--- config.mk ---
export PLATFORM = sky130hd
export DESIGN_NAME = base64_encoder_formatted_top
export DESIGN_NICKNAME = d
export VERILOG_FILES = /design/src/hdl/b64f_pkg.sv /design/src/hdl/b64f_front.sv /design/src/hdl/b64f_queue.sv /design/src/hdl/b64f_back.sv /design/src/hdl/base64_encoder_formatted_top.sv
export SDC_FILE = /design/constraint.sdc
export NUM_CORES = 2
export LEC_CHECK = 0
export BUFFER_PORTS_ARGS = -buffer_cell sky130_fd_sc_hd__buf_2
export CORE_ASPECT_RATIO = 1.2
export CORE_UTILIZATION = 40
export DETAILED_ROUTE_END_ITERATION = 12
export PLACE_DENSITY = 0.67
export SLEW_MARGIN = 20
export SYNTH_ARGS = -nofsm -noshare
export SYNTH_HDL_FRONTEND = slang
export SYNTH_SLANG_ARGS = --single-unit
export TNS_END_PERCENT = 5
--- constraint.sdc ---
create_clock -name clk -period 4.8 [get_ports clk]
set_input_delay 0.24 -clock clk [delete_from_list [all_inputs] [get_ports clk]]
set_output_delay 0.24 -clock clk [all_outputs]
set_load 0.02 [all_outputs]
--- src/hdl/b64f_pkg.sv ---
// ----------------------------------------------------------------------------
// b64f_pkg
// Types and constants shared by the formatted base64 encoder modules.
// ----------------------------------------------------------------------------
`default_nettype none

package b64f_pkg;

  localparam int KEY_WORDS  = 8;
  localparam int KEY_W      = 64;
  localparam int KEY_SEL_W  = $clog2(KEY_WORDS);
  localparam int CFG_IDX_W  = 4;
  localparam int CHAR_W     = 8;
  localparam int IDX_W      = 6;

  localparam int QUEUE_DEPTH = 2;
  localparam int QPTR_W      = $clog2(QUEUE_DEPTH);
  localparam int QCNT_W      = $clog2(QUEUE_DEPTH + 1);

  localparam logic [CHAR_W-1:0] CHAR_PAD     = 8'h3D;  // '='
  localparam logic [CHAR_W-1:0] CHAR_SPACE   = 8'h20;  // ' '
  localparam logic [CHAR_W-1:0] CHAR_NEWLINE = 8'h0A;  // '\n'

  // Number of trailing characters replaced by '='
  typedef enum logic [1:0] {
    PAD_NONE = 2'd0,
    PAD_ONE  = 2'd1,
    PAD_TWO  = 2'd2
  } pad_t;

  // One group handed from the front to the back
  typedef struct packed {
    logic [7:0] b0;
    logic [7:0] b1;
    logic [7:0] b2;
    pad_t       pad;
    logic       sp;
    logic       nl;
  } grp_cmd_t;

endpackage

`default_nettype wire

--- src/hdl/b64f_front.sv ---
// ----------------------------------------------------------------------------
// b64f_front
// Collects input bytes into groups, tracks separator counters and queues
// one command per finished group.
// ----------------------------------------------------------------------------
`default_nettype none

module b64f_front #(
  parameter int GROUPS_PER_SPACE = 2,
  parameter int GROUPS_PER_LINE  = 12
) (
  input  wire logic               clk,
  input  wire logic               rst,
  input  wire logic               push,
  input  wire logic [7:0]         data_byte,
  input  wire logic               end_of_stream,
  input  wire logic               q_full,
  output logic                    enq,
  output b64f_pkg::grp_cmd_t      enq_cmd
);

  localparam int SPC_W = $clog2(GROUPS_PER_SPACE + 1);
  localparam int LNC_W = $clog2(GROUPS_PER_LINE + 1);

  logic [7:0]       pend [2];
  logic [1:0]       byte_count;
  logic [SPC_W-1:0] space_count;
  logic [LNC_W-1:0] line_count;

  logic accept;
  logic sp_due;
  logic nl_due;

  assign accept = push && !q_full;
  assign sp_due = space_count >= SPC_W'(GROUPS_PER_SPACE);
  assign nl_due = line_count >= LNC_W'(GROUPS_PER_LINE);

  always_comb begin
    enq         = 1'b0;
    enq_cmd.b0  = pend[0];
    enq_cmd.b1  = pend[1];
    enq_cmd.b2  = data_byte;
    enq_cmd.pad = b64f_pkg::PAD_NONE;
    enq_cmd.sp  = sp_due;
    enq_cmd.nl  = nl_due;
    if (accept) begin
      if (end_of_stream) begin
        enq        = byte_count != 2'd0;
        enq_cmd.b2 = 8'd0;
        if (byte_count == 2'd1) begin
          enq_cmd.b1  = 8'd0;
          enq_cmd.pad = b64f_pkg::PAD_TWO;
        end else begin
          enq_cmd.pad = b64f_pkg::PAD_ONE;
        end
      end else begin
        enq = byte_count == 2'd2;
      end
    end
  end

  always_ff @(posedge clk) begin
    if (rst) begin
      byte_count  <= 2'd0;
      space_count <= '0;
      line_count  <= '0;
    end else if (accept) begin
      if (end_of_stream) begin
        // flush and start a fresh stream
        byte_count  <= 2'd0;
        space_count <= '0;
        line_count  <= '0;
      end else if (byte_count != 2'd2) begin
        byte_count <= byte_count + 2'd1;
      end else begin
        byte_count  <= 2'd0;
        space_count <= sp_due ? SPC_W'(1) : space_count + SPC_W'(1);
        line_count  <= nl_due ? LNC_W'(1) : line_count + LNC_W'(1);
      end
    end
  end

  always_ff @(posedge clk) begin
    if (accept && !end_of_stream && byte_count != 2'd2) begin
      pend[byte_count[0]] <= data_byte;
    end
  end

`ifndef SYNTH
  a_byte_count_range : assert property (@(posedge clk) disable iff (rst)
    byte_count != 2'd3)
    else $error("byte_count out of range");
`endif

endmodule

`default_nettype wire

--- src/hdl/b64f_queue.sv ---
// ----------------------------------------------------------------------------
// b64f_queue
// Two-entry command queue between the group collector and the emitter.
// ----------------------------------------------------------------------------
`default_nettype none

module b64f_queue (
  input  wire logic                clk,
  input  wire logic                rst,
  input  wire logic                wr_en,
  input  wire b64f_pkg::grp_cmd_t  wr_data,
  input  wire logic                rd_en,
  output b64f_pkg::grp_cmd_t       rd_data,
  output logic                     full,
  output logic                     nonempty
);

  b64f_pkg::grp_cmd_t                mem [b64f_pkg::QUEUE_DEPTH];
  logic [b64f_pkg::QPTR_W-1:0]       wr_ptr;
  logic [b64f_pkg::QPTR_W-1:0]       rd_ptr;
  logic [b64f_pkg::QCNT_W-1:0]       count;

  assign full     = count == b64f_pkg::QCNT_W'(b64f_pkg::QUEUE_DEPTH);
  assign nonempty = count != '0;
  assign rd_data  = mem[rd_ptr];

  always_ff @(posedge clk) begin
    if (rst) begin
      wr_ptr <= '0;
      rd_ptr <= '0;
      count  <= '0;
    end else begin
      if (wr_en) begin
        wr_ptr <= wr_ptr + b64f_pkg::QPTR_W'(1);
      end
      if (rd_en) begin
        rd_ptr <= rd_ptr + b64f_pkg::QPTR_W'(1);
      end
      if (wr_en && !rd_en) begin
        count <= count + b64f_pkg::QCNT_W'(1);
      end else if (rd_en && !wr_en) begin
        count <= count - b64f_pkg::QCNT_W'(1);
      end
    end
  end

  always_ff @(posedge clk) begin
    if (wr_en) begin
      mem[wr_ptr] <= wr_data;
    end
  end

`ifndef SYNTH
  a_no_overflow : assert property (@(posedge clk) disable iff (rst)
    wr_en |-> !full)
    else $error("queue written while full");
  a_no_underflow : assert property (@(posedge clk) disable iff (rst)
    rd_en |-> nonempty)
    else $error("queue read while empty");
`endif

endmodule

`default_nettype wire

--- src/hdl/b64f_back.sv ---
// ----------------------------------------------------------------------------
// b64f_back
// Holds the alphabet and turns queued group commands into characters,
// one per cycle through an output register, as long as pop keeps it drained.
// ----------------------------------------------------------------------------
`default_nettype none

module b64f_back (
  input  wire logic                                  clk,
  input  wire logic                                  rst,
  input  wire logic                                  cfg_we,
  input  wire logic [b64f_pkg::CFG_IDX_W-1:0]        cfg_index,
  input  wire logic [b64f_pkg::KEY_W-1:0]            cfg_data,
  input  wire b64f_pkg::grp_cmd_t                    q_data,
  input  wire logic                                  q_nonempty,
  output logic                                       q_pop,
  input  wire logic                                  pop,
  output logic                                       out_valid,
  output logic [b64f_pkg::CHAR_W-1:0]                enc_char,
  output logic                                       last
);

  typedef enum logic [5:0] {
    ST_SPACE = 6'b000001,
    ST_NL    = 6'b000010,
    ST_C0    = 6'b000100,
    ST_C1    = 6'b001000,
    ST_C2    = 6'b010000,
    ST_C3    = 6'b100000
  } step_t;

  logic [b64f_pkg::KEY_WORDS-1:0][b64f_pkg::KEY_W-1:0] key_word;

  b64f_pkg::grp_cmd_t cmd;
  logic               busy;
  step_t              step;
  step_t              step_next;
  step_t              first_step;

  logic                         advance;
  logic                         fetch;
  logic [b64f_pkg::IDX_W-1:0]   idx;
  logic [b64f_pkg::CHAR_W-1:0]  key_char;
  logic [b64f_pkg::CHAR_W-1:0]  cur_char;

  always_ff @(posedge clk) begin
    if (rst) begin
      key_word <= '0;
    end else if (cfg_we && cfg_index < b64f_pkg::CFG_IDX_W'(b64f_pkg::KEY_WORDS)) begin
      key_word[cfg_index[b64f_pkg::KEY_SEL_W-1:0]] <= cfg_data;
    end
  end

  assign advance = busy && (!out_valid || pop);
  assign fetch   = !busy || (advance && step == ST_C3);
  assign q_pop   = fetch && q_nonempty;

  always_comb begin
    if (q_data.sp) begin
      first_step = ST_SPACE;
    end else if (q_data.nl) begin
      first_step = ST_NL;
    end else begin
      first_step = ST_C0;
    end
  end

  always_comb begin
    idx       = '0;
    cur_char  = b64f_pkg::CHAR_SPACE;
    step_next = ST_C0;
    unique case (step)
      ST_SPACE: begin
        cur_char  = b64f_pkg::CHAR_SPACE;
        step_next = cmd.nl ? ST_NL : ST_C0;
      end
      ST_NL: begin
        cur_char  = b64f_pkg::CHAR_NEWLINE;
        step_next = ST_C0;
      end
      ST_C0: begin
        idx       = cmd.b0[7:2];
        step_next = ST_C1;
      end
      ST_C1: begin
        idx       = {cmd.b0[1:0], cmd.b1[7:4]};
        step_next = ST_C2;
      end
      ST_C2: begin
        idx       = {cmd.b1[3:0], cmd.b2[7:6]};
        step_next = ST_C3;
      end
      ST_C3: begin
        idx       = cmd.b2[5:0];
        step_next = ST_C0;
      end
      default: begin
        step_next = ST_C0;
      end
    endcase

    key_char = key_word[idx[5:3]][{idx[2:0], 3'b000} +: b64f_pkg::CHAR_W];

    unique case (step) inside
      ST_C0, ST_C1: cur_char = key_char;
      ST_C2:        cur_char = (cmd.pad == b64f_pkg::PAD_TWO) ? b64f_pkg::CHAR_PAD : key_char;
      ST_C3:        cur_char = (cmd.pad != b64f_pkg::PAD_NONE) ? b64f_pkg::CHAR_PAD : key_char;
      default:      ;
    endcase
  end

  always_ff @(posedge clk) begin
    if (rst) begin
      busy <= 1'b0;
      step <= ST_C0;
    end else if (fetch) begin
      busy <= q_nonempty;
      if (q_nonempty) begin
        step <= first_step;
      end
    end else if (advance) begin
      step <= step_next;
    end
  end

  always_ff @(posedge clk) begin
    if (fetch && q_nonempty) begin
      cmd <= q_data;
    end
  end

  // output register: load on advance, drop on pop
  always_ff @(posedge clk) begin
    if (rst) begin
      out_valid <= 1'b0;
    end else if (advance) begin
      out_valid <= 1'b1;
    end else if (pop) begin
      out_valid <= 1'b0;
    end
  end

  always_ff @(posedge clk) begin
    if (advance) begin
      enc_char <= cur_char;
      last     <= step == ST_C3;
    end
  end

`ifndef SYNTH
  a_fetch_on_group_end : assert property (@(posedge clk) disable iff (rst)
    q_pop |-> (!busy || (step == ST_C3 && (!out_valid || pop))))
    else $error("new group taken before the current one finished");
`endif

endmodule

`default_nettype wire

--- src/hdl/base64_encoder_formatted_top.sv ---
// ----------------------------------------------------------------------------
// base64_encoder_formatted_top
// Formatted base64 encoder with a programmable 64-character alphabet.
//
//   channel  | direction | handshake              | payload
//   ---------+-----------+------------------------+---------------------------
//   input    | in        | push / full            | data_byte, end_of_stream
//   result   | out       | pop / empty            | enc_char, last
//   config   | in        | cfg_valid / cfg_ready  | cfg_index, cfg_data
//
// Input bytes are taken one per cycle while full is low; each group of three
// yields four to six characters, emitted one per cycle while pop keeps up, by
// the single character port of the emitter.
// A two-entry group queue lets the collector keep taking bytes while the
// emitter drains; full rises only when both entries are taken.
// Reset is synchronous and clears counters, queue, output and alphabet.
// cfg_ready is always high.
// ----------------------------------------------------------------------------
`default_nettype none

module base64_encoder_formatted_top #(
  parameter int GROUPS_PER_SPACE = 2,
  parameter int GROUPS_PER_LINE  = 12
) (
  input  wire logic                              clk,
  input  wire logic                              rst,
  input  wire logic                              push,
  output logic                                   full,
  input  wire logic [7:0]                        data_byte,
  input  wire logic                              end_of_stream,
  output logic                                   empty,
  input  wire logic                              pop,
  output logic [7:0]                             enc_char,
  output logic                                   last,
  input  wire logic                              cfg_valid,
  output logic                                   cfg_ready,
  input  wire logic [b64f_pkg::CFG_IDX_W-1:0]    cfg_index,
  input  wire logic [b64f_pkg::KEY_W-1:0]        cfg_data
);

  logic               enq;
  b64f_pkg::grp_cmd_t enq_cmd;
  b64f_pkg::grp_cmd_t q_data;
  logic               q_pop;
  logic               q_full;
  logic               q_nonempty;
  logic               out_valid;

  assign full      = q_full;
  assign empty     = !out_valid;
  assign cfg_ready = 1'b1;

  b64f_front #(
    .GROUPS_PER_SPACE (GROUPS_PER_SPACE),
    .GROUPS_PER_LINE  (GROUPS_PER_LINE)
  ) u_front (
    .clk           (clk),
    .rst           (rst),
    .push          (push),
    .data_byte     (data_byte),
    .end_of_stream (end_of_stream),
    .q_full        (q_full),
    .enq           (enq),
    .enq_cmd       (enq_cmd)
  );

  b64f_queue u_queue (
    .clk      (clk),
    .rst      (rst),
    .wr_en    (enq),
    .wr_data  (enq_cmd),
    .rd_en    (q_pop),
    .rd_data  (q_data),
    .full     (q_full),
    .nonempty (q_nonempty)
  );

  b64f_back u_back (
    .clk        (clk),
    .rst        (rst),
    .cfg_we     (cfg_valid && cfg_ready),
    .cfg_index  (cfg_index),
    .cfg_data   (cfg_data),
    .q_data     (q_data),
    .q_nonempty (q_nonempty),
    .q_pop      (q_pop),
    .pop        (pop),
    .out_valid  (out_valid),
    .enc_char   (enc_char),
    .last       (last)
  );

endmodule

`default_nettype wire

* Yosys cells after proc, flatten, opt, wreduce, memory -nomap -nowiden
Memories as Yosys holds them, arrays and structs flattened. A register that Yosys moved wholly into a read port is not among the register bits. Cells that the tools add are included.
Storage, ports and cells: output and inout port bits 12, register bits 568, memories kept 2, logic and storage cells 121, input port bits 82, memory bits (writable) 72
Memories:
- u_queue.mem | depth 2, bits a word 28, read ports 1, clocked after Yosys merged registers in 1, write ports 1, line b64f_queue.sv:18 | b64f_pkg::grp_cmd_t mem [b64f_pkg::QUEUE_DEPTH];
- u_front.pend | depth 2, bits a word 8, read ports 2, clocked after Yosys merged registers in 0, write ports 1, line b64f_front.sv:25 | logic [7:0] pend [2];
Cells by class: order comparisons 6, reduce and logical (&&, ||, !) cells 27, shift operators 1, mux-type cells 41, equal/unequal tests 13, add/sub/neg operators 7
Operator list (count):
- bitwise mux 512 bit | 1
- binary-select mux 64 bit (select 3 bit) | 1
- demux 64 bit (select 3 bit) | 1
- 2-to-1 mux 64 bit | 2
- indexed part select 64 x 7 -> 8 bit | 1
- case mux 6 bit (4 select lines) | 2
- 2-to-1 mux 18 bit | 2
- 2-to-1 mux 6 bit | 4
- 2-to-1 mux 8 bit | 3
- case mux 8 bit (3 select lines) | 1
- 2-to-1 mux 2 bit | 8
- 2-to-1 mux 4 bit | 3
- nonzero test 2 bit | 6
- logical AND 1 bit | 10
- 2-to-1 mux 1 bit | 10
- 2-to-1 mux 3 bit | 3
- < comparator 3 x 4 -> 1 bit, second input constant | 2
- adder 2 x 1 -> 2 bit, second input constant | 3
- == test 2 bit, second input constant | 3
- == test 6 x 1 -> 1 bit, second input constant | 1
- == test 6 x 2 -> 1 bit, second input constant | 1
- == test 6 x 3 -> 1 bit, second input constant | 1
- == test 6 x 4 -> 1 bit, second input constant | 1
- == test 6 x 5 -> 1 bit, second input constant | 1
- other kinds (15) | 24

* Depth between registers and ports, before layout
depth after elaboration 9, gate-level depth with buffers 13

* Hierarchy
From an unflattened synthesis, not the netlist that was laid out.
Unflattened totals: cell total of the unflattened synthesis 3529, area, all modules 27935.5 µm²
By module, submodules not included:
- b64f_back | times used 1, area an instance 24633.6 µm², seq. area each 11491.0 µm², cells each 3324
- b64f_queue | times used 1, area an instance 2234.6 µm², seq. area each 1781.7 µm², cells each 109
- b64f_front | times used 1, area an instance 1052.3 µm², seq. area each 640.6 µm², cells each 93
- base64_encoder_formatted_top | times used 1, area an instance 15.0 µm², seq. area each 0.0 µm², cells each 3

* Worst setup path before layout
OpenSTA, ideal clock, no wires.
path type reg-to-reg, start point register u_queue.count[0] (netlist name), end point memory u_queue.mem[0][0] (netlist name) (enable), slack 1.660 ns, data required time 4.352 ns, data arrival time 2.692 ns, buffers on the path 0, period minus slack after synthesis 3.140 ns, stages on the path, launching flop included 4, setup time 0.448 ns, path through dfxtp_1 nand2b_1 nand2_1 nor3_1
Between the ends: cells in the longest elaborated chain, start to end 6
Ends and longest elaborated chain:
- from (decl) | line b64f_queue.sv:21 | logic [b64f_pkg::QCNT_W-1:0] count;
- from (signal assigned) | line b64f_queue.sv:40 | count <= count + b64f_pkg::QCNT_W'(1);
- from (signal assigned) | line b64f_queue.sv:42 | count <= count - b64f_pkg::QCNT_W'(1);
- == test 2 bit | line b64f_queue.sv:23 | assign full = count == b64f_pkg::QCNT_W'(b64f_pkg::QUEUE_DEPTH);
- zero test 1 bit | line b64f_front.sv:34 | assign accept = push && !q_full;
- logical AND 1 bit | line b64f_front.sv:34
- 2-to-1 mux 1 bit | line b64f_front.sv:46 | if (accept) begin
- 2-to-1 mux 1 bit | line b64f_queue.sv:48 | if (wr_en) begin
- 2-to-1 mux 1 bit (implied by the code) | line b64f_queue.sv:49 | mem[wr_ptr] <= wr_data;
- to (decl) | line b64f_queue.sv:18
Every way passes these cells.

* Worst setup path in the final report
start point register u_back.step[4], end point register u_back.enc_char[5] (netlist name), data pin
Between the ends: cells in the longest elaborated chain, start to end 7
Ends and longest elaborated chain:
- from (decl) | line b64f_back.sv:36 | step_t step;
- from (signal assigned) | line b64f_back.sv:119 | step <= first_step;
- from (signal assigned) | line b64f_back.sv:122 | step <= step_next;
- == test 6 bit (tied with other cells) | line b64f_back.sv:72 | unique case (step)
- case mux 6 bit (4 select lines) | line b64f_back.sv:72
- binary-select mux 64 bit (select 3 bit) | line b64f_back.sv:102 | key_char = key_word[idx[5:3]][{idx[2:0], 3'b000} +: b64f_pkg::CHAR_W];
- 2-to-1 mux 64 bit (implied by the code) | line b64f_back.sv:102
- indexed part select 64 x 7 -> 8 bit | line b64f_back.sv:102
- 2-to-1 mux 8 bit, on equally long branches | line b64f_back.sv:107, b64f_back.sv:106
- case mux 8 bit (3 select lines) * | line b64f_back.sv:104 | unique case (step) inside
- net u_back.cur_char, one bit | line b64f_back.sv:44 | logic [b64f_pkg::CHAR_W-1:0] cur_char;
- to (signal assigned) | line b64f_back.sv:145 | enc_char <= cur_char;
- to (decl) | line b64f_back.sv:19 | output logic [b64f_pkg::CHAR_W-1:0] enc_char,
The timed path passes the listed nets; every way through them passes the cells marked *. The select of a mux whose other input is x is not followed. A chain may end at the register's enable or synchronous reset.

==> impl_metrics.py <==
metrics = {
    "outcome": {
        "result_of_the_run": "finished clean",
    },
    "timing": {
        "worst_slew_margin_rel": 0.216,
        "fmax_ghz": 0.245,
        "setup_repair_after_global_routing_missed_its_margin": "no",
        "finalClockSkew_ns": 0.0313,
        "finalSetupViolCount": 0,
        "report.final.slew_viol_count": 0,
        "worst_pin_slew_ns": 1.18,
        "period_utilisation_layout": 0.850,
        "post-route-min-period_ns": 4.08,
        "fin_setup_tns_ns": 0,
        "final-hold-violation-count": 0,
    },
    "worst_setup_path": {
        "timing.critical_path.to_type": "register",
        "timing.critical_path.cells": "and3b_1 -> o21ai_2 -> nand2_4 -> buf_4 -> mux4_2 -> nand2_1 -> a21oi_1 -> nor4_1 -> nor4_2",
        "cpMaxStageDelayCell": "o21ai_2",
        "critPathMaxStageDelay_ns": 0.83,
        "cp_data_arrival_time_ns": 4.43,
        "timing.critical_path.required_ns": 5.15,
        "worstSetupPathType": "register to register",
        "crit_path_max_fanout": 37,
        "critical_path.startpoint_type": "register",
    },
    "synth": {
        "syn_nets": 3419,
        "cell_area_after_synthesis_sq_um": 27900,
        "number_of_standard_cells_after_synthesis": 3335,
        "yosys_warnings": 0,
        "synth.ff_latch_count": 641,
        "yosysSeqAreaShare": 0.499,
        "ys_async_sr_fraction": 0,
        "netlist.area_leader.share": 0.383,
        "synth_cell_types": 75,
        "synth-edff-count": 108,
        "synthFlopType": "dfxtp_1",
        "synth_top_cells_by_area": "dfxtp_1 38%, nand2_1 16%, edfxtp_1 12%, a21oi_1 9.6%, mux2i_1 2.5%",
        "syn-mean-instance-area_sq_um": 8.36,
        "netlist.top_cell.by_area": "dfxtp_1",
    },
    "cts": {
        "clock-sinks": 641,
        "ctsHtreeMaxLevel": 3,
        "clk_root_buffer_cell": "clkbuf_16",
        "clock_slew_at_the_register_clock_pins_of_the_worst_setup_and_hold_paths_ns": 0.06,
        "tritoncts": "yes",
        "post_cts_repair_resize_count": 0,
        "clock_insertion_delay_worst_skew_ns": 0.62,
        "clk_path_buf_depth": 3,
        "postCtsSetupBuffers": 0,
        "number_of_buffers_inserted_during_clock_tree_synthesis": 67,
    },
    "min_path": {
        "worst_hold_path_type": "input pin to register",
    },
    "grt": {
        "grt_overflow": 0,
        "global_route_wire_length_before_repair_um": 136000,
        "pin_count_of_the_biggest_net_entering_global_routing": 152,
        "antenna_violations_before_repair": 9,
        "grt_use_total": 0.247,
        "first_global_vias": 22800,
    },
    "drt": {
        "routed-wl-met2_um": 42600,
        "residual_antenna_violating_net_count_after_detailed_routing": 0,
        "drtIter0Drc": 2549,
        "route.detailed.vias_per_inst": 5.66,
        "drt_drc_violations_left": 0,
        "detail_route.wirelength_um": 89300,
        "max_layer_used": "met5",
        "met3RoutedLength_um": 7500,
        "drtPass1Iterations": 7,
        "avgRoutedWirePerCell_um": 20.9,
        "routedLengthMet1_um": 35800,
        "via_count": 24100,
    },
    "power_and_ir_drop": {
        "power-per-cell-area_nw_per_um2": 530,
        "leakage_power_nw": 10.5,
        "irDropWorstVdd_mv": 0.331,
        "design_power_total_w": 0.0167,
    },
    "finish": {
        "drive_above_1_share": 0.110,
        "flow.area_growth_from_synthesis_pct": 12.8,
        "post_layout_nets": 3391,
        "final_cell_utilization_of_the_core": 0.458,
    },
    "place": {
        "final_estimated_routing_congestion_in_global_placement": 0.900,
        "port_buf_inserts": 92,
        "post-dp-hpwl_um": 51000,
    },
    "floorplanning": {
        "core_sq_um": 68700,
        "die-area_sq_um": 70800,
        "top_level_ports": 94,
        "initial_core_util": 0.406,
        "fp-row-count": 105,
        "chipHeight_um": 291,
        "die-width_um": 243,
    },
    "job": {
        "max_cap_violations": 0,
    },
}
-- kinds of logic after synthesis --
logic type / share of synthesized area
AO/OA/AOI/OAI: 0.149
XOR/XNOR: 0.00126
adder cells (fa/ha/maj): 0.000897
buffers and inverters: 0.0601
flip-flops: 0.499
multiplexers: 0.0752
other: 0.000134
AND/OR/NAND/NOR: 0.215
-- state kept, by name, indices dropped and copies added, names as in the netlist, named ones only --
| name | flops |
|---|---|
| u_back.key_word | 512 |
| u_front.line_count | 4 |
| u_front.byte_count | 2 |
| u_back.busy | 1 |
| u_back.last | 1 |
| u_front.pend | 16 |
| u_queue.wr_ptr | 1 |
| u_front.space_count | 2 |
| u_queue.count | 2 |
| u_queue.mem | 56 |
| u_back.enc_char | 8 |
| u_back.out_valid | 1 |
| u_back.cmd | 27 |
| u_queue.rd_ptr | 1 |
| u_back.step | 6 |
-- routing by layer --
layer | up-vias | global-route usage
li1 | 11200 | -
met1 | 11600 | 0.321
met2 | 1114 | 0.407
met3 | 208 | 0.0362
met4 | 10 | 0.108
met5 | - | 0
-- placed cells by master (no fill, tap or decap), types with 20 or more instances in the layout --
master,synthesis,routed
a211oi_1,36,36
a21oi_1,535,535
a311oi_1,30,30
a31oi_1,24,24
and2_1,23,20
and3_1,45,43
buf_2,35,91
buf_4,76,55
clkbuf_16,0,70
dfxtp_1,533,533
dlygate4sd3_1,0,72
edfxtp_1,108,108
mux2_2,58,58
mux2i_1,71,71
mux4_2,29,29
nand2_1,1220,1217
nand3_1,43,41
nor2_1,52,51
-- critical path: cells and delay by family (launching register included) --
kind	cells	cell delay, ns
simple gates	5	1.45
compound gates	2	0.93
flops	1	0.54
mux	1	0.45
buf+inv	1	0.42
-- area by class of cell --
cell class	instances	area [sq um]
well taps	909	1140
clock inverters	23	287
clock buffers	93	1910
fillers	6597	37200
repair buffers	225	1720
flip-flops and latches	641	13900
inverters	13	48.8
multi-input cells	2359	12400
diodes	4	10.0
-- where the power goes --
part / switching, W / internal, W / total, W
logic: 0.00370 / 0.00174 / 0.00543
clock network: 0.00222 / 0.00307 / 0.00528
registers: 0.000200 / 0.00577 / 0.00597
total: 0.00611 / 0.0106 / 0.0167
-- synth_stat cells, drive strengths merged, types with 3 or more instances --
| cell type | n |
|---|---|
| o221ai | 3 |
| o22ai | 19 |
| a211oi | 36 |
| nand2 | 1221 |
| a311oi | 30 |
| a32oi | 3 |
| nand3 | 43 |
| inv | 12 |
| a31oi | 24 |
| a311o | 6 |
| a2111oi | 3 |
| and3b | 11 |
| a21oi | 536 |
| clkbuf | 181 |
| a221o | 3 |
| mux4 | 32 |
| o21ai | 25 |
| and3 | 45 |
| and2 | 24 |
| nand4 | 14 |
| nor3 | 9 |
| edfxtp | 108 |
| nor2 | 52 |
| buf | 141 |
| mux2i | 71 |
| mux2 | 58 |
| a221oi | 6 |
| nand3b | 15 |
| dfxtp | 533 |
| o22a | 3 |
| a32o | 4 |
| a22oi | 6 |
| a41oi | 4 |
| nor4 | 13 |
| nor2b | 3 |
| nor3b | 3 |
-- stage by stage --
| step | cells | instance area, sq um | setup slack [ns] | hold slack (ns) |
|---|---|---|---|---|
| after CTS | 4263 | 31400 | 0.769 | 0.0327 |
| after floorplan | 3335 | 27900 | 1.66 | 0.339 |
| after global placement | 4075 | 28500 | 0.889 | 0.424 |
| after global routing | 4267 | 31500 | 0.673 | 0.0832 |
| final | 4267 | 31500 | 0.720 | 0.0194 |
| after detailed placement | 4075 | 28500 | 0.774 | 0.432 |
-- path summary, 6_finish.rpt --
| kind | cells after the start | end | slack (ns) | start |
|---|---|---|---|---|
| hold reg to reg | 0 | u_queue.mem[1][22]$_DFFE_PP_ | 0.44 | u_front.pend[0][2]$_DFFE_PP_ |
| setup / recovery | 9 | u_back.enc_char[5]$_DFFE_PP_ | 0.72 | u_back.step[4]$_SDFFE_PP0P_ |
| setup reg to reg | 9 | u_back.enc_char[5]$_DFFE_PP_ | 0.72 | u_back.step[4]$_SDFFE_PP0P_ |
| hold / removal | 4 | u_back.out_valid$_SDFFE_PP0P_ | 0.02 | pop |
-- what timing repair did --
item | 4_1_cts | 5_1_grt
hold endpoints to repair | 544 | 0
hold buffers | 72 | 0
endpoints found under the setup margin | 0 | 0
Power figures use the tool's default switching activity.
